**src/design/u8s_pkg.sv**
```systemverilog
// Shared types and constants of the UTF-8 sanitiser stream.
package u8s_pkg;

  localparam int unsigned QDEPTH = 4;
  localparam int unsigned QAW    = $clog2(QDEPTH);

  localparam logic [7:0] REPL_RESET = 8'h3F;

  localparam logic [7:0] LEAD2_LO  = 8'hC2;
  localparam logic [7:0] LEAD2_HI  = 8'hDF;
  localparam logic [7:0] LEAD3_LO  = 8'hE0;
  localparam logic [7:0] LEAD3_HI  = 8'hEF;
  localparam logic [7:0] LEAD4_LO  = 8'hF0;
  localparam logic [7:0] LEAD4_HI  = 8'hF4;
  localparam logic [7:0] LEAD_SURR = 8'hED;
  localparam logic [7:0] SEC_A0    = 8'hA0;
  localparam logic [7:0] SEC_90    = 8'h90;
  localparam logic [7:0] SEC_8F    = 8'h8F;
  localparam logic [7:0] CONT_MASK = 8'hC0;
  localparam logic [7:0] CONT_TAG  = 8'h80;

  typedef struct packed {
    logic [7:0] in_byte;
    logic       in_end;
  } in_item_t;

  typedef struct packed {
    logic [7:0] out_byte;
    logic       run_last;
    logic       text_end;
  } out_item_t;

  // All result bytes caused by one input item.
  typedef struct packed {
    logic [3:0][7:0] bytes;
    logic [2:0]      cnt;
    logic            text_end;
  } run_t;

  typedef struct packed {
    logic full;
    logic empty;
  } q_status_t;

endpackage

```
**src/design/u8s_front.sv**
```systemverilog
// Front part: accept bytes, track the held sequence and build each run.
module u8s_front (
  input  logic              clk,
  input  logic              rst_n,
  input  logic              in_valid,
  output logic              in_ready,
  input  u8s_pkg::in_item_t in_data,
  input  logic [7:0]        repl_byte,
  input  u8s_pkg::q_status_t q_stat,
  output logic              q_push,
  output u8s_pkg::run_t     q_wdata
);

  logic [7:0] pend_r [0:2];
  logic [7:0] pend_nxt [0:2];
  logic [1:0] pcnt_r, pcnt_nxt;
  logic [2:0] elen_r, elen_nxt;
  logic       accept;

  function automatic logic [2:0] lead_len(input logic [7:0] b);
    logic [2:0] len;
    len = 3'd0;
    if (b >= u8s_pkg::LEAD2_LO && b <= u8s_pkg::LEAD2_HI) len = 3'd2;
    else if (b >= u8s_pkg::LEAD3_LO && b <= u8s_pkg::LEAD3_HI) len = 3'd3;
    else if (b >= u8s_pkg::LEAD4_LO && b <= u8s_pkg::LEAD4_HI) len = 3'd4;
    return len;
  endfunction

  function automatic logic second_ok(input logic [7:0] lead, input logic [7:0] b);
    logic ok;
    ok = 1'b1;
    if (lead == u8s_pkg::LEAD3_LO) ok = (b >= u8s_pkg::SEC_A0);
    else if (lead == u8s_pkg::LEAD_SURR) ok = (b < u8s_pkg::SEC_A0);
    else if (lead == u8s_pkg::LEAD4_LO) ok = (b >= u8s_pkg::SEC_90);
    else if (lead == u8s_pkg::LEAD4_HI) ok = (b <= u8s_pkg::SEC_8F);
    return ok;
  endfunction

  assign in_ready = !q_stat.full;
  assign accept   = in_valid && in_ready;

  always_comb begin
    logic [7:0] b;
    logic       cont;
    logic       consumed;
    logic [2:0] n;
    logic [2:0] len;
    b        = in_data.in_byte;
    cont     = ((b & u8s_pkg::CONT_MASK) == u8s_pkg::CONT_TAG);
    consumed = 1'b0;
    n        = 3'd0;
    len      = lead_len(b);
    q_wdata  = '0;
    pcnt_nxt = pcnt_r;
    elen_nxt = elen_r;
    for (int k = 0; k < 3; k++) pend_nxt[k[1:0]] = pend_r[k[1:0]];

    if (pcnt_r != 2'd0) begin
      if (cont && (pcnt_r != 2'd1 || second_ok(pend_r[0], b))) begin
        consumed = 1'b1;
        if (({1'b0, pcnt_r} + 3'd1) >= elen_r) begin
          // sequence complete: release held bytes and this one unchanged
          for (int k = 0; k < 3; k++) begin
            if (k < int'(pcnt_r)) q_wdata.bytes[k[1:0]] = pend_r[k[1:0]];
          end
          q_wdata.bytes[pcnt_r] = b;
          n        = {1'b0, pcnt_r} + 3'd1;
          pcnt_nxt = 2'd0;
          elen_nxt = 3'd0;
        end else begin
          if (pcnt_r != 2'd3) pend_nxt[pcnt_r] = b;
          pcnt_nxt = pcnt_r + 2'd1;
        end
      end else begin
        // failed sequence: every held byte becomes a replacement
        for (int k = 0; k < 3; k++) begin
          if (k < int'(pcnt_r)) q_wdata.bytes[k[1:0]] = repl_byte;
        end
        n        = {1'b0, pcnt_r};
        pcnt_nxt = 2'd0;
        elen_nxt = 3'd0;
      end
    end

    if (!consumed) begin
      if (!b[7]) begin
        q_wdata.bytes[n[1:0]] = b;
        n = n + 3'd1;
      end else if (len != 3'd0) begin
        pend_nxt[0] = b;
        pcnt_nxt    = 2'd1;
        elen_nxt    = len;
      end else begin
        q_wdata.bytes[n[1:0]] = repl_byte;
        n = n + 3'd1;
      end
    end

    if (in_data.in_end && pcnt_nxt != 2'd0) begin
      // truncated at end of text: flush held bytes as replacements
      for (int k = 0; k < 3; k++) begin
        if (k < int'(pcnt_nxt) && n < 3'd4) begin
          q_wdata.bytes[n[1:0]] = repl_byte;
          n = n + 3'd1;
        end
      end
      pcnt_nxt = 2'd0;
      elen_nxt = 3'd0;
    end

    q_wdata.cnt      = n;
    q_wdata.text_end = in_data.in_end;
    q_push           = accept && (n != 3'd0);
  end

  always_ff @(posedge clk) begin
    if (!rst_n) begin
      pcnt_r <= 2'd0;
      elen_r <= 3'd0;
    end else if (accept) begin
      pcnt_r <= pcnt_nxt;
      elen_r <= elen_nxt;
    end
  end

  always_ff @(posedge clk) begin
    if (accept) begin
      for (int k = 0; k < 3; k++) pend_r[k[1:0]] <= pend_nxt[k[1:0]];
    end
  end

endmodule

```
**src/design/u8s_queue.sv**
```systemverilog
// Short run queue between the front and back parts.
module u8s_queue (
  input  logic               clk,
  input  logic               rst_n,
  input  logic               push,
  input  u8s_pkg::run_t      wdata,
  input  logic               pop,
  output u8s_pkg::run_t      head,
  output u8s_pkg::q_status_t stat
);

  u8s_pkg::run_t             mem_r [0:u8s_pkg::QDEPTH-1];
  logic [u8s_pkg::QAW-1:0]   wr_ptr_r, rd_ptr_r;
  logic [u8s_pkg::QAW:0]     cnt_r;

  assign head       = mem_r[rd_ptr_r];
  assign stat.empty = (cnt_r == '0);
  assign stat.full  = (cnt_r == (u8s_pkg::QAW+1)'(u8s_pkg::QDEPTH));

  always_ff @(posedge clk) begin
    if (!rst_n) begin
      wr_ptr_r <= '0;
      rd_ptr_r <= '0;
      cnt_r    <= '0;
    end else begin
      if (push) wr_ptr_r <= wr_ptr_r + 1'b1;
      if (pop)  rd_ptr_r <= rd_ptr_r + 1'b1;
      if (push && !pop)      cnt_r <= cnt_r + 1'b1;
      else if (pop && !push) cnt_r <= cnt_r - 1'b1;
    end
  end

  always_ff @(posedge clk) begin
    if (push) mem_r[wr_ptr_r] <= wdata;
  end

endmodule

```
**src/design/u8s_back.sv**
```systemverilog
// Back part: walk the head run one byte a cycle into the output register while it can take one.
module u8s_back (
  input  logic               clk,
  input  logic               rst_n,
  input  u8s_pkg::run_t      head,
  input  u8s_pkg::q_status_t q_stat,
  output logic               q_pop,
  output logic               out_valid,
  input  logic               out_ready,
  output u8s_pkg::out_item_t out_data
);

  logic                  out_valid_r;
  u8s_pkg::out_item_t    out_data_r, out_data_nxt;
  logic [1:0]            idx_r;
  logic                  load;
  logic                  last;

  assign load = !q_stat.empty && (!out_valid_r || out_ready);
  assign last = ({1'b0, idx_r} == (head.cnt - 3'd1));
  assign q_pop = load && last;

  always_comb begin
    out_data_nxt.out_byte = head.bytes[idx_r];
    out_data_nxt.run_last = last;
    out_data_nxt.text_end = last && head.text_end;
  end

  always_ff @(posedge clk) begin
    if (!rst_n) begin
      out_valid_r <= 1'b0;
      idx_r       <= 2'd0;
    end else begin
      if (load) out_valid_r <= 1'b1;
      else if (out_ready) out_valid_r <= 1'b0;
      if (load) idx_r <= last ? 2'd0 : idx_r + 2'd1;
    end
  end

  always_ff @(posedge clk) begin
    if (load) out_data_r <= out_data_nxt;
  end

  assign out_valid = out_valid_r;
  assign out_data  = out_data_r;

endmodule

```
**src/design/utf8_sanitizer_stream.sv**
```systemverilog
// A released result passes through the run queue and then the output register.
// Throughput: one input item per cycle while the queue has room; results leave one per cycle
// while out_ready allows, each run whole before the next, buffered by a 4-run queue.
// Input stalls only when that queue is full; held bytes live in the front part.
// Reset: synchronous, active low; clears the held sequence, queue and output valid,
// and returns the replacement byte to 0x3F.
module utf8_sanitizer_stream (
  input  logic               clk,
  input  logic               rst_n,
  input  logic               in_valid,
  output logic               in_ready,
  input  u8s_pkg::in_item_t  in_data,
  output logic               out_valid,
  input  logic               out_ready,
  output u8s_pkg::out_item_t out_data,
  input  logic               cfg_valid,
  output logic               cfg_ready,
  input  logic [7:0]         cfg_data
);

  logic [7:0]         repl_r;
  logic               q_push;
  logic               q_pop;
  u8s_pkg::run_t      q_wdata;
  u8s_pkg::run_t      q_head;
  u8s_pkg::q_status_t q_stat;

  // Configuration: always ready; the user must write it only while the stream is idle, unenforced.
  assign cfg_ready = 1'b1;

  always_ff @(posedge clk) begin
    if (!rst_n) begin
      repl_r <= u8s_pkg::REPL_RESET;
    end else if (cfg_valid) begin
      repl_r <= cfg_data;
    end
  end

  // Front: classify each item and push the run of bytes it releases.
  u8s_front u_front (
    .clk       (clk),
    .rst_n     (rst_n),
    .in_valid  (in_valid),
    .in_ready  (in_ready),
    .in_data   (in_data),
    .repl_byte (repl_r),
    .q_stat    (q_stat),
    .q_push    (q_push),
    .q_wdata   (q_wdata)
  );

  // Queue: decouple classification from output back-pressure.
  u8s_queue u_queue (
    .clk   (clk),
    .rst_n (rst_n),
    .push  (q_push),
    .wdata (q_wdata),
    .pop   (q_pop),
    .head  (q_head),
    .stat  (q_stat)
  );

  // Back: serialise each run, flagging its last byte and the end of text.
  u8s_back u_back (
    .clk       (clk),
    .rst_n     (rst_n),
    .head      (q_head),
    .q_stat    (q_stat),
    .q_pop     (q_pop),
    .out_valid (out_valid),
    .out_ready (out_ready),
    .out_data  (out_data)
  );

endmodule
```
**config.mk**
```make
export PLATFORM = sky130hd
export DESIGN_NAME = utf8_sanitizer_stream
export DESIGN_NICKNAME = d
export VERILOG_FILES = /design/src/design/u8s_pkg.sv /design/src/design/u8s_front.sv /design/src/design/u8s_queue.sv /design/src/design/u8s_back.sv /design/src/design/utf8_sanitizer_stream.sv
export SDC_FILE = /design/constraint.sdc
export NUM_CORES = 1
export LEC_CHECK = 0
export BUFFER_PORTS_ARGS = -buffer_cell sky130_fd_sc_hd__buf_2
export CAP_MARGIN = 40
export CORE_ASPECT_RATIO = 1.75
export CORE_MARGIN = 4
export CORE_UTILIZATION = 62
export DETAILED_ROUTE_END_ITERATION = 16
export PLACE_DENSITY = 0.77
export RECOVER_POWER = 25
export SETUP_SLACK_MARGIN = 0.1
export SYNTH_ARGS = -nofsm -noshare
export SYNTH_HDL_FRONTEND = slang
export SYNTH_SLANG_ARGS = --single-unit
export TNS_END_PERCENT = 5
```
**constraint.sdc**
```tcl
create_clock -name clk -period 11.95 [get_ports clk]
set_clock_uncertainty 0.15 [all_clocks]
set_input_delay 2.9875 -clock clk [delete_from_list [all_inputs] [get_ports clk]]
set_output_delay 2.9875 -clock clk [all_outputs]
set_load 0.02 [all_outputs]
```
Word level (Yosys, flattened, before mapping)
Memories as Yosys holds them, arrays and structs flattened. A register that Yosys moved wholly into a read port is not among the register bits.
Index checks and enable logic that the tools add are counted.
{"block": "op_classes", "mux": 103, "n_reduce_logical": 35, "n_bitwise": 1, "addsub": 12, "n_eq_ne": 9, "order_cmp": 33}
{"cell": "$mux 32", "n": 11}
{"cell": "$mux 8", "n": 26}
{"cell": "$bwmux 32", "n": 6}
{"cell": "$mux 24", "n": 5}
{"cell": "$demux 8 s2", "n": 6}
{"cell": "$mux 3", "n": 24}
{"cell": "$ge 8x8->1 const B", "n": 5}
{"cell": "$eq 8x8->1 const B", "n": 4}
{"cell": "$le 8x8->1 const B", "n": 4}
{"cell": "$bwmux 24", "n": 1}
{"cell": "$logic_and 1x1->1", "n": 21}
{"cell": "$mux 2", "n": 10}
{"cell": "$lt 2x3->1 const B", "n": 6}
{"cell": "$bmux 8 s2", "n": 1}
{"cell": "$add 3x1->3 const B", "n": 5}
{"cell": "$mux 1", "n": 13}
{"cell": "$ge 2x1->1 const B", "n": 5}
{"cell": "$lt 3x3->1 const B", "n": 3}
{"cell": "$add 2x1->2 const B", "n": 4}
{"cell": "$lt 1x2->1 const A", "n": 4}
{"cell": "$lt 8x8->1 const B", "n": 1}
{"cell": "$reduce_bool 2->1", "n": 4}
{"cell": "$reduce_bool 3->1", "n": 2}
{"cell": "$sub 3x1->3 const B", "n": 2}
{"cell": "other kinds (14)", "n": 20}
{"block": "word_totals", "reg_bits": 33, "output_inout_bits": 13, "in_bits": 22, "memories": 2, "elab_cells": 206, "ram_bits": 168}
{"name": "u_queue.mem_r", "depth": 4, "width": 36, "rd": 1, "rd_clocked_by_memory_dff": 1, "write_ports": 1, "line": "u8s_queue.sv:12", "text": "u8s_pkg::run_t mem_r [0:u8s_pkg::QDEPTH-1];"}
{"name": "u_front.pend_r", "depth": 3, "width": 8, "rd": 3, "rd_clocked_by_memory_dff": 0, "write_ports": 3, "line": "u8s_front.sv:14", "text": "logic [7:0] pend_r [0:2];"}

Longest topological paths before layout
Gate-level depths: netlist (run 1).
An unclocked memory read counts as a cell.
{"block": "depth", "word_depth": 33, "mapped_depth": 34, "ltp_nobuf": 31}

Cells and area by module
A second synthesis (run 1) with hierarchy kept.
{"block": "hier_totals", "cells_unflattened": 735, "hier_area_um2": 10114.7}
{"module": "u8s_queue", "instances": 1, "area_each_um2": 5694.2, "cells_each": 231, "seq_area_each_um2": 4504.3}
{"module": "u8s_front", "instances": 1, "area_each_um2": 3425.8, "cells_each": 435, "seq_area_each_um2": 820.8}
{"module": "u8s_back", "instances": 1, "area_each_um2": 696.9, "cells_each": 42, "seq_area_each_um2": 360.3}
{"module": "utf8_sanitizer_stream", "instances": 1, "area_each_um2": 297.8, "cells_each": 27, "seq_area_each_um2": 160.2}

Least setup slack after synthesis (run 1)
OpenSTA, ideal clock, no wires.
{"block": "synth_timing", "path_kind": "input to register", "from": "input in_data[5] (netlist name)", "to": "register u_queue.cnt_r[2] (netlist name)", "t_arrival_ps": 9040, "required_ps": 11724, "setup_time_ps": 76, "n_path_buf": 3, "path_stages": 31, "path_slack_ps": 2684, "cell_sequence": "buf_2 -> a211oi_1 -> o21ai_1 -> or2_2 -> nand3_2 -> clkbuf_1 -> a21oi_1 -> or2_2 -> ha_1 -> a311oi_1 -> a311oi_1 -> inv_1 -> ha_1 -> or2_1 -> and2_1 -> ha_1 -> nor2_1 -> o21ai_0 -> inv_1 -> ha_1 -> a21bo_2 -> a221oi_1 -> a311o_1 -> o31a_1 -> buf_6 -> ha_1 -> inv_1 -> fa_1 -> xor2_1 -> or3_1 -> a21boi_0"}
{"item": "from (decl)", "line": "utf8_sanitizer_stream.sv:12", "text": "input u8s_pkg::in_item_t in_data,"}
{"item": "to (signal assigned)", "line": "u8s_queue.sv:28", "text": "if (push && !pop) cnt_r <= cnt_r + 1'b1;"}
{"item": "to (signal assigned)", "line": "u8s_queue.sv:29", "text": "else if (pop && !push) cnt_r <= cnt_r - 1'b1;"}
{"item": "to (decl)", "line": "u8s_queue.sv:14", "text": "logic [u8s_pkg::QAW:0] cnt_r;"}

==> flow_summary.ini, run 1 <==
[cells_and_area]
layout-area-overhead-vs-synth_pct = 7.70
final_core_util_pct = 67.7
instances_no_fill = 1060
nets = 874
layout-drive-gt1-share_pct = 12.6
diodes = 0

[floorplan]
start_util_pct = 62.8
std_cell_rows = 62
boundaryPins = 35
dieWidth_um = 105
fp.dieArea_mm2 = 0.0188
fp.coreArea_mm2 = 0.0164
dieHeight_um = 178

[global_routing]
first_pass_grt_wire_length_mm = 38.2
grt_max_degree = 38
antenna_found_initial = 0
grt_overflow = 0
gr_util_all_layers_pct = 26.3
grt_pass1_vias = 6881

[min_path]
holdCritPathClass = flip-flop to flip-flop
min_delay_path_depth = 2

[timing]
finalSetupViolations = 0
final.min_clock_period_ns = 10.81
timing.max_slew.rel_slack_pct = -91.5
setup_total_negative_slack_ns = 0
unrepaired_setup_endpoints_after_global_routing = false
timing_hold_violations_final = 0
final_min_period_over_clock_period_pct = 90.5
tightest_slew_ns = 2.87
whs_ns = 0.340
maxSlewViolCount = 37
maxClockFrequency_mhz = 92.5

[synth]
area_of_the_mapped_netlist_mm2 = 0.0103
synth_seq_cells = 203
postSynth.asyncResetShare_pct = 0
synthesis.nets = 871
syn_inst = 822
post_synth_num_cell_types = 79
yosys_warnings = 0
synth_area_per_cell_um2 = 12.5
yosys_most_used_dff = sky130_fd_sc_hd__edfxtp_1
synth_sequential_area_ratio_pct = 56.9
synth_enable_flop_cells = 178

[route]
dr.first_iter.drc_count = 685
wl_met3_mm = 1.62
drt_wl_total_mm = 24.5
highest_routing_layer_actually_used = met4
detail_route.vias_per_cell = 6.61
routed_wire_length_per_instance_um = 23.1
dr_wl_met2_mm = 13.0
antenna_left = 0
drt-met1-wl_mm = 8.85
firstDrtPassIters = 6
number_of_design_rule_violations_left_after_detail_routing = 0
via_count = 7007

[pwr]
leakage_nw = 3.68
vdd.ir_drop.worst_mv = 0.116
p_total_mw = 1.92
pwr_density_cell_mw_per_mm2 = 173

[worst_setup_path]
timing.rr.start = u_front.pcnt_r[0]
crit-reg2reg-capture = u_queue.cnt_r[2]
critical_path_cell_count = 30
timing.critical_path.slowest_cell_delay_ns = 0.71
worst-r2r-cell-count = 28
setup_crit_start_kind = input pin
worst_setup_path_endpoint = u_queue.cnt_r[2]
critical_path.n_buffers_inverters = 4
timing.critical_path.required_ns = 12.19
cp-startpoint = in_data[5]
worstSetupEndpointType = flip-flop
path_delay_family = compound AO/OA/AOI/OAI gates
setup.worst_path.class = input pin to flip-flop
timing.critical_path.slowest_stage_cell = sky130_fd_sc_hd__nand3_1
worst_path_most_repeated_cell = sky130_fd_sc_hd__ha_1
crit_fanout = 25
cp_data_arrival_time_ns = 11.05
reg2reg_slack_ns = 3.26

[placed_design]
quantity_of_i_o_buffers_inserted_on_ports = 33
placed_cells_incl_taps = 1029
dp.final_hpwl_mm = 16.7
gp_congestion = 1.01

[run_status]
failed_checks = max-capacitance violations, max-slew violations
result_of_the_run = finished, violations left

[clock_tree]
cts.repair_timing.setup_buffer_count = 0
clock_path_buffers = 3
cts_hold_repair.buffers = 0
cts_tree = yes
cts_max_level = 1
worstSkewPairLatency_ns = 0.49
cts.sinks = 203
clkTransAtPathRegs_ns = 0.06
cts.repair.resized = 0
cts_made_buffers = 18
clock_tree.root_cell = sky130_fd_sc_hd__clkbuf_16

[flow_run]
maxCapViolCount = 2
==> through the flow <==
| step | cell area, um2 | setup WS, ns |
|---|---|---|
| after detailed placement | 10600 | 1.31 |
| after global placement | 10500 | 1.80 |
| final | 11100 | 1.14 |
| after global routing | 11100 | 0.596 |
| after floorplan | 10300 | 2.68 |
| after CTS | 11100 | 1.81 |
==> cells in the final DEF (no fill, tap or decap), types with 12 or more instances in the layout <==
| cell type | instances |
|---|---|
| sky130_fd_sc_hd__edfxtp_1 | 178 |
| sky130_fd_sc_hd__dfxtp_1 | 25 |
| sky130_fd_sc_hd__clkbuf_1 | 28 |
| sky130_fd_sc_hd__a32oi_1 | 14 |
| sky130_fd_sc_hd__a21oi_1 | 64 |
| sky130_fd_sc_hd__clkbuf_16 | 19 |
| sky130_fd_sc_hd__o21ai_0 | 25 |
| sky130_fd_sc_hd__mux4_2 | 44 |
| sky130_fd_sc_hd__nor2b_1 | 12 |
| sky130_fd_sc_hd__inv_1 | 30 |
| sky130_fd_sc_hd__buf_2 | 12 |
| sky130_fd_sc_hd__nand2_1 | 86 |
| sky130_fd_sc_hd__ha_1 | 26 |
| sky130_fd_sc_hd__nand3_1 | 22 |
| sky130_fd_sc_hd__a221o_1 | 16 |
| sky130_fd_sc_hd__nor2_1 | 53 |
==> metal layers <==
layer,global-route usage (%),up-vias
met1,31.0,3404
li1,-,3143
met2,48.2,378
met3,2.72,82
met5,0,-
met4,11.7,0
==> area by class of cell <==
class,instances,area [um2]
sequential,203,5850
fill,1186,5290
multi-input combinational,523,4020
clock buffer,24,494
tap,224,280
timing repair buffer,46,229
inverter,33,124
clock inverter,7,78.8
==> logic make-up (layout without fill, tap and decap cells) <==
kind of cell / after synthesis / after routing / synth area share, %
simple gates: 226 / 226 / 10.4
compound gates: 205 / 205 / 14.0
flops: 203 / 203 / 56.9
buf+inv: 96 / 110 / 3.88
mux: 55 / 55 / 10.7
fa+ha+maj: 27 / 27 / 3.36
xor+xnor: 9 / 9 / 0.767
other cells: 1 / 1 / 0.0365
==> cells in the mapped netlist, types with 14 or more instances <==
cell type                  number  area, um2
sky130_fd_sc_hd__o21ai_0       24        120
sky130_fd_sc_hd__nand3_1       21        105
sky130_fd_sc_hd__edfxtp_1     178       5350
sky130_fd_sc_hd__nand2_1       85        319
sky130_fd_sc_hd__a21oi_1       64        320
sky130_fd_sc_hd__nor2_1        53        199
sky130_fd_sc_hd__inv_1         30        113
sky130_fd_sc_hd__mux4_2        44        991
sky130_fd_sc_hd__ha_1          26        325
sky130_fd_sc_hd__a221o_1       16        160
sky130_fd_sc_hd__a32oi_1       14        123
sky130_fd_sc_hd__dfxtp_1       25        500
sky130_fd_sc_hd__clkbuf_1      46        173
==> power breakdown <==
part,switching (mW),internal (mW)
clock,0.235,0.333
combinational,0.237,0.187
sequential,0.0487,0.877
==> worst min-delay path by stage <==
stage / endpoint / slack [ns] / startpoint
after floorplan: u_front.elen_r[0] / 0.31 / u_front.elen_r[0]
after global placement: u_back.out_valid / 0.31 / u_back.out_valid
after detailed placement: u_back.out_valid / 0.33 / u_back.out_valid
after CTS: u_back.out_valid / 0.34 / u_back.out_valid
after global routing: u_back.out_valid / 0.37 / u_back.out_valid
final: u_back.out_valid / 0.34 / u_back.out_valid
==> worst register-to-register path: cells and delay by family (launching register included) <==
kind / cells / cell delay (ns)
buf+inv: 3 / 0.33
fa+ha+maj: 7 / 2.33
simple gates: 8 / 2.63
compound gates: 9 / 2.28
flops: 1 / 0.72
xor+xnor: 1 / 0.19
==> flip-flops by register name (all words and copies together), names as in the netlist, named ones only <==
| name | count |
|---|---|
| repl_r | 8 |
| u_back.idx_r | 2 |
| u_back.out_data | 10 |
| u_back.out_valid | 1 |
| u_front.elen_r | 3 |
| u_front.pcnt_r | 2 |
| u_front.pend_r | 8 |
| u_queue.cnt_r | 3 |
| u_queue.mem_r | 144 |
| u_queue.rd_ptr_r | 2 |
| u_queue.wr_ptr_r | 2 |
(Power assumes the default switching activity.)
==> inputs of run 2 (changes only) <==
Settings changed: CAP_MARGIN 40 to 20, CORE_MARGIN 4 to 8, PLACE_DENSITY 0.77 to 0.8.
==> run 2 against run 1 <==
  * The flow still finishes with violations (max-capacitance violations, max-slew violations)
  * Flip-flop and latch count is the same
  * Clock power rose by 8.5%
  * Core utilization grew 0.43 points
  * Worst setup slack got worse by 0.034 ns
  * Final area up 0.63%
  * Combinational power is 3% higher
  * Critical path depth stayed put
  * Sequential share of layout area is 0.33 points lower
  * Global-route usage down 1.0 points
==> flow_summary.ini, run 2 (synthesis gave the netlist of run 1 again) <==
[run_status]
result_of_the_run = finished, violations left
failed_checks = max-capacitance violations, max-slew violations

[route]
drt_wl_total_mm = 26.3
via_count = 7007
antenna_left = 0
number_of_design_rule_violations_left_after_detail_routing = 0
detail_route.vias_per_cell = 6.60
firstDrtPassIters = 5
routed_wire_length_per_instance_um = 24.8
dr.first_iter.drc_count = 604

[worst_setup_path]
crit_fanout = 26
setup_crit_start_kind = input pin
cp_data_arrival_time_ns = 11.08
timing.critical_path.required_ns = 12.18
worstSetupEndpointType = flip-flop
setup.worst_path.class = input pin to flip-flop
timing.critical_path.slowest_cell_delay_ns = 0.94
worst-r2r-cell-count = 31
timing.critical_path.slowest_stage_cell = sky130_fd_sc_hd__clkbuf_1
worst_path_most_repeated_cell = sky130_fd_sc_hd__ha_1

[placed_design]
post-place-ws_ns = 1.30
quantity_of_i_o_buffers_inserted_on_ports = 33
gp_congestion = 0.963
placed_cells_incl_taps = 1029
dp.final_hpwl_mm = 18.0

[pwr]
leakage_nw = 3.71
power.share.combinational_pct = 22.1
internal_power_mw = 1.44
pwr_density_cell_mw_per_mm2 = 178
power.switching_mw = 0.541
share_clk_of_total_power_pct = 31.1
power.share.switching_pct = 27.3
vdd.ir_drop.worst_mv = 0.136
p_total_mw = 1.98
power_frac_seq_pct = 46.8

[cells_and_area]
layout-area-overhead-vs-synth_pct = 8.38
largest_register_ff_count = 144
instances_no_fill = 1061
final_core_util_pct = 68.1
layout-drive-gt1-share_pct = 13.4
nets = 874
most_frequent_cells_in_the_layout = sky130_fd_sc_hd__edfxtp_1, sky130_fd_sc_hd__nand2_1, sky130_fd_sc_hd__a21oi_1
layout.cells.most_common = sky130_fd_sc_hd__edfxtp_1
largest_register = u_queue.mem_r
diodes = 0

[floorplan]
dieWidth_um = 113
fp.dieArea_mm2 = 0.0211
dieHeight_um = 186
fp.coreArea_mm2 = 0.0164
boundaryPins = 35
std_cell_rows = 62
start_util_pct = 62.8

[clock_tree]
clock_path_buffers = 3
cts_hold_repair.buffers = 0
cts_max_level = 1
cts.repair_timing.setup_buffer_count = 0
worstSkewPairLatency_ns = 0.48
clock_tree.root_cell = sky130_fd_sc_hd__clkbuf_16
cts_tree = yes
cts.sinks = 203
clkTransAtPathRegs_ns = 0.06
cts_made_buffers = 18
cts.repair.resized = 0

[global_routing]
gr_util_all_layers_pct = 25.2
grt_pass1_vias = 7283
first_pass_grt_wire_length_mm = 41.3
antenna_found_initial = 0
grt_overflow = 0
grt_max_degree = 38

[timing]
unrepaired_setup_endpoints_after_global_routing = false
maxClockFrequency_mhz = 92.2
setup_total_negative_slack_ns = 0
finalSetupViolations = 0
final_min_period_over_clock_period_pct = 90.8
maxSlewViolCount = 37
final.min_clock_period_ns = 10.85
timing_hold_violations_final = 0
timing.max_slew.rel_slack_pct = -98.2
tightest_slew_ns = 2.97
timing.final.ws_setup_ns = 1.10

[min_path]
min_delay_path_depth = 2
holdCritPathClass = flip-flop to flip-flop

[flow_run]
maxCapViolCount = 1
==> run 2: final timing paths <==
| check | startpoint | to | slack, ns |
|---|---|---|---|
| max | in_data[8] | u_queue.cnt_r[2] | 1.10 |
| min | u_back.out_valid | u_back.out_valid | 0.34 |
| max reg2reg | u_front.pcnt_r[0] | u_queue.cnt_r[2] | 3.55 |
| min reg2reg | u_back.out_valid | u_back.out_valid | 0.34 |
==> run 2: metrics by stage <==
stage / hold WS (ns) / cell area (um2)
detailed placement: 0.335 / 10600
global placement: 0.313 / 10600
finish: 0.344 / 11100
floorplan: 0.309 / 10300
global route: 0.390 / 11100
CTS: 0.345 / 11200
==> run 2: power by group through the flow <==
| stage | sequential [mW] | clock, mW | combinational (mW) |
|---|---|---|---|
| floorplan | 0.941 | 0 | 0.308 |
| global placement | 0.932 | 0 | 0.425 |
| detailed placement | 0.939 | 0 | 0.439 |
| CTS | 0.927 | 0.625 | 0.448 |
| global route | 0.936 | 0.650 | 0.474 |
| finish | 0.927 | 0.616 | 0.437 |
==> run 2: layout make-up <==
cell class	instances	area [um2]
inverters	33	124
clock buffers	21	483
flip-flops and latches	203	5850
fillers	1168	5220
well taps	224	280
clock inverters	11	153
multi-input cells	523	4030
repair buffers	46	228
==> run 2: worst max-delay path: cells and delay by family <==
| kind | cells | cell delay [ns] |
|---|---|---|
| AOI/OAI and AO/OA | 10 | 2.49 |
| and+or+nand+nor | 8 | 2.17 |
| adders and majority gates | 6 | 1.80 |
| buffers and inverters | 5 | 1.44 |
| xor gates and xnor gates | 1 | 0.18 |
==> run 2: routing by layer <==
metal	GRT usage, %	wire (um)	up-vias
li1	-	-	3146
met1	29.1	9580	3452
met2	45.1	14000	325
met3	3.07	1520	84
met4	12.2	1200	0
met5	0	0	-
==> inputs of run 3 (changes only) <==
==> constraint.sdc (replaced) <==
create_clock -name clk -period 11.95 [get_ports clk]
set_clock_uncertainty 0.15 [all_clocks]
set_input_delay 0.5975 -clock clk [delete_from_list [all_inputs] [get_ports clk]]
set_output_delay 0.5975 -clock clk [all_outputs]
set_load 0.02 [all_outputs]
==> run 3 against run 2 <==
  * The run still ends with max-capacitance violations, max-slew violations left
  * Largest power group unchanged
  * Core utilization shrank 0.31 points
  * Sequential power about the same
  * Total power shrank 2.3%
  * Hold slack worse by 0.17 ns
  * Clock-buffer cell count grew 2
  * Non-clock buffer count fell by 2
  * Clock power down 5.4%
  * Largest cell class unchanged
  * Critical path type unchanged
  * Wire length down 3.5%
==> flow_summary.ini, run 3 (synthesis gave the netlist of run 1 again) <==
[worst_setup_path]
crit_fanout = 26
timing.critical_path.slowest_stage_cell = sky130_fd_sc_hd__clkbuf_1
critical_path_cell_count = 30
worst-r2r-cell-count = 30
timing.critical_path.slowest_cell_delay_ns = 0.99
timing.critical_path.required_ns = 12.20
critical_path.n_buffers_inverters = 5
worst_path_most_repeated_cell = sky130_fd_sc_hd__ha_1
setup.worst_path.class = input pin to flip-flop
path_delay_family = compound AO/OA/AOI/OAI gates
worstSetupEndpointType = flip-flop
setup_crit_start_kind = input pin
cp_data_arrival_time_ns = 9.48

[floorplan]
boundaryPins = 35
fp.coreArea_mm2 = 0.0164
std_cell_rows = 62
dieHeight_um = 186
fp.dieArea_mm2 = 0.0211
start_util_pct = 62.8
dieWidth_um = 113

[cells_and_area]
layout-area-overhead-vs-synth_pct = 7.88
nets = 872
ff_latch_area_mm2 = 0.00585
largest_register_ff_count = 144
most_frequent_cells_in_the_layout = sky130_fd_sc_hd__edfxtp_1, sky130_fd_sc_hd__nand2_1, sky130_fd_sc_hd__a21oi_1
n_fill_cell = 1155
layout.cells.most_common = sky130_fd_sc_hd__edfxtp_1
largest_register = u_queue.mem_r
multiInputGateArea_mm2 = 0.00403
diodes = 0
layout-drive-gt1-share_pct = 13.1

[timing]
setup_total_negative_slack_ns = 0
unrepaired_setup_endpoints_after_global_routing = false
finalSetupViolations = 0
final.min_clock_period_ns = 9.22
maxSlewViolCount = 60
timing_hold_violations_final = 0
maxClockFrequency_mhz = 108
final_min_period_over_clock_period_pct = 77.2
tightest_slew_ns = 2.92
timing.max_slew.rel_slack_pct = -94.9

[global_routing]
first_pass_grt_wire_length_mm = 39.4
grt_pass1_vias = 7030
grt_overflow = 0
gr_util_all_layers_pct = 24.2
grt_max_degree = 38
antenna_found_initial = 0

[route]
drt_wl_total_mm = 25.4
antenna_left = 0
drt-met1-wl_mm = 9.19
via_count = 6952
number_of_design_rule_violations_left_after_detail_routing = 0
highest_routing_layer_actually_used = met4
detail_route.vias_per_cell = 6.56
firstDrtPassIters = 5
wl_met3_mm = 1.71
dr.first_iter.drc_count = 596
dr_wl_met2_mm = 13.4
routed_wire_length_per_instance_um = 24.0

[clock_tree]
cts_tree = yes
cts_max_level = 1
clock_tree.root_cell = sky130_fd_sc_hd__clkbuf_16
cts.repair.resized = 0
cts.sinks = 203
clkTransAtPathRegs_ns = 0.07
worstSkewPairLatency_ns = 0.49
clock_path_buffers = 3
cts_made_buffers = 18
cts_hold_repair.buffers = 0
cts.repair_timing.setup_buffer_count = 0

[placed_design]
gp_congestion = 0.969
dp.final_hpwl_mm = 17.5
quantity_of_i_o_buffers_inserted_on_ports = 33

[pwr]
internal_power_mw = 1.40
p_total_mw = 1.94
power.switching_mw = 0.532
vdd.ir_drop.worst_mv = 0.134
power.share.combinational_pct = 22.0
power.share.switching_pct = 27.5
power_frac_seq_pct = 47.9
pwr_density_cell_mw_per_mm2 = 175
leakage_nw = 3.69
share_clk_of_total_power_pct = 30.1

[min_path]
holdCritPathClass = input pin to flip-flop
min_delay_path_depth = 3

[run_status]
failed_checks = max-capacitance violations, max-slew violations
result_of_the_run = finished, violations left

[flow_run]
maxCapViolCount = 2
[run 3: worst register-to-register path, delay by kind of cell, from the launching register on]
kind            cells  cell delay (ns)
compound gates     10             2.37
xor+xnor            1             0.18
fa+ha+maj           7             2.17
buf+inv             4             0.56
flops               1             0.75
simple gates        8             2.72
[run 3: per-layer routing]
| layer | vias to the layer above | GRT usage (%) |
|---|---|---|
| li1 | 3140 | - |
| met1 | 3364 | 28.5 |
| met2 | 365 | 43.0 |
| met3 | 83 | 2.55 |
| met4 | 0 | 11.3 |
| met5 | - | 0 |
[run 3: cell type report]
type	count	area share, %
Timing Repair Buffer	44	1.93
Clock buffer	23	4.51
Sequential cell	203	52.7
Tap cell	224	2.53
Clock inverter	9	0.880
Inverter	33	1.12
Multi-Input combinational cell	523	36.3
[run 3: path summary, 6_finish.rpt]
check,startpoint,endpoint,slack [ns]
worst max-delay path,in_data[8],u_queue.cnt_r[2],2.73
worst min-delay path,cfg_data[2],repl_r[2],0.17
worst max register to register,u_front.pcnt_r[1],u_queue.cnt_r[2],2.97
worst min register to register,u_back.out_valid,u_back.out_valid,0.35
[run 3: power groups by stage]
| stage | clock network (mW) | logic, mW | registers (mW) |
|---|---|---|---|
| floorplan | 0 | 0.308 | 0.941 |
| global route | 0.614 | 0.465 | 0.936 |
| global placement | 0 | 0.419 | 0.933 |
| detailed placement | 0 | 0.438 | 0.940 |
| CTS | 0.590 | 0.438 | 0.926 |
| finish | 0.583 | 0.427 | 0.927 |
[run 3: metrics by stage]
step	hold WS (ns)	worst slack (ns)	instance area [um2]	std cells	utilization (%)
final	0.175	2.73	11100	1059	67.8
after global routing	0.178	2.07	11100	1059	67.8
after CTS	0.170	3.51	11100	1059	68.0
after detailed placement	0.343	3.55	10500	1027	64.4
after global placement	0.312	4.09	10500	1027	64.4
after floorplan	0.309	4.53	10300	822	-
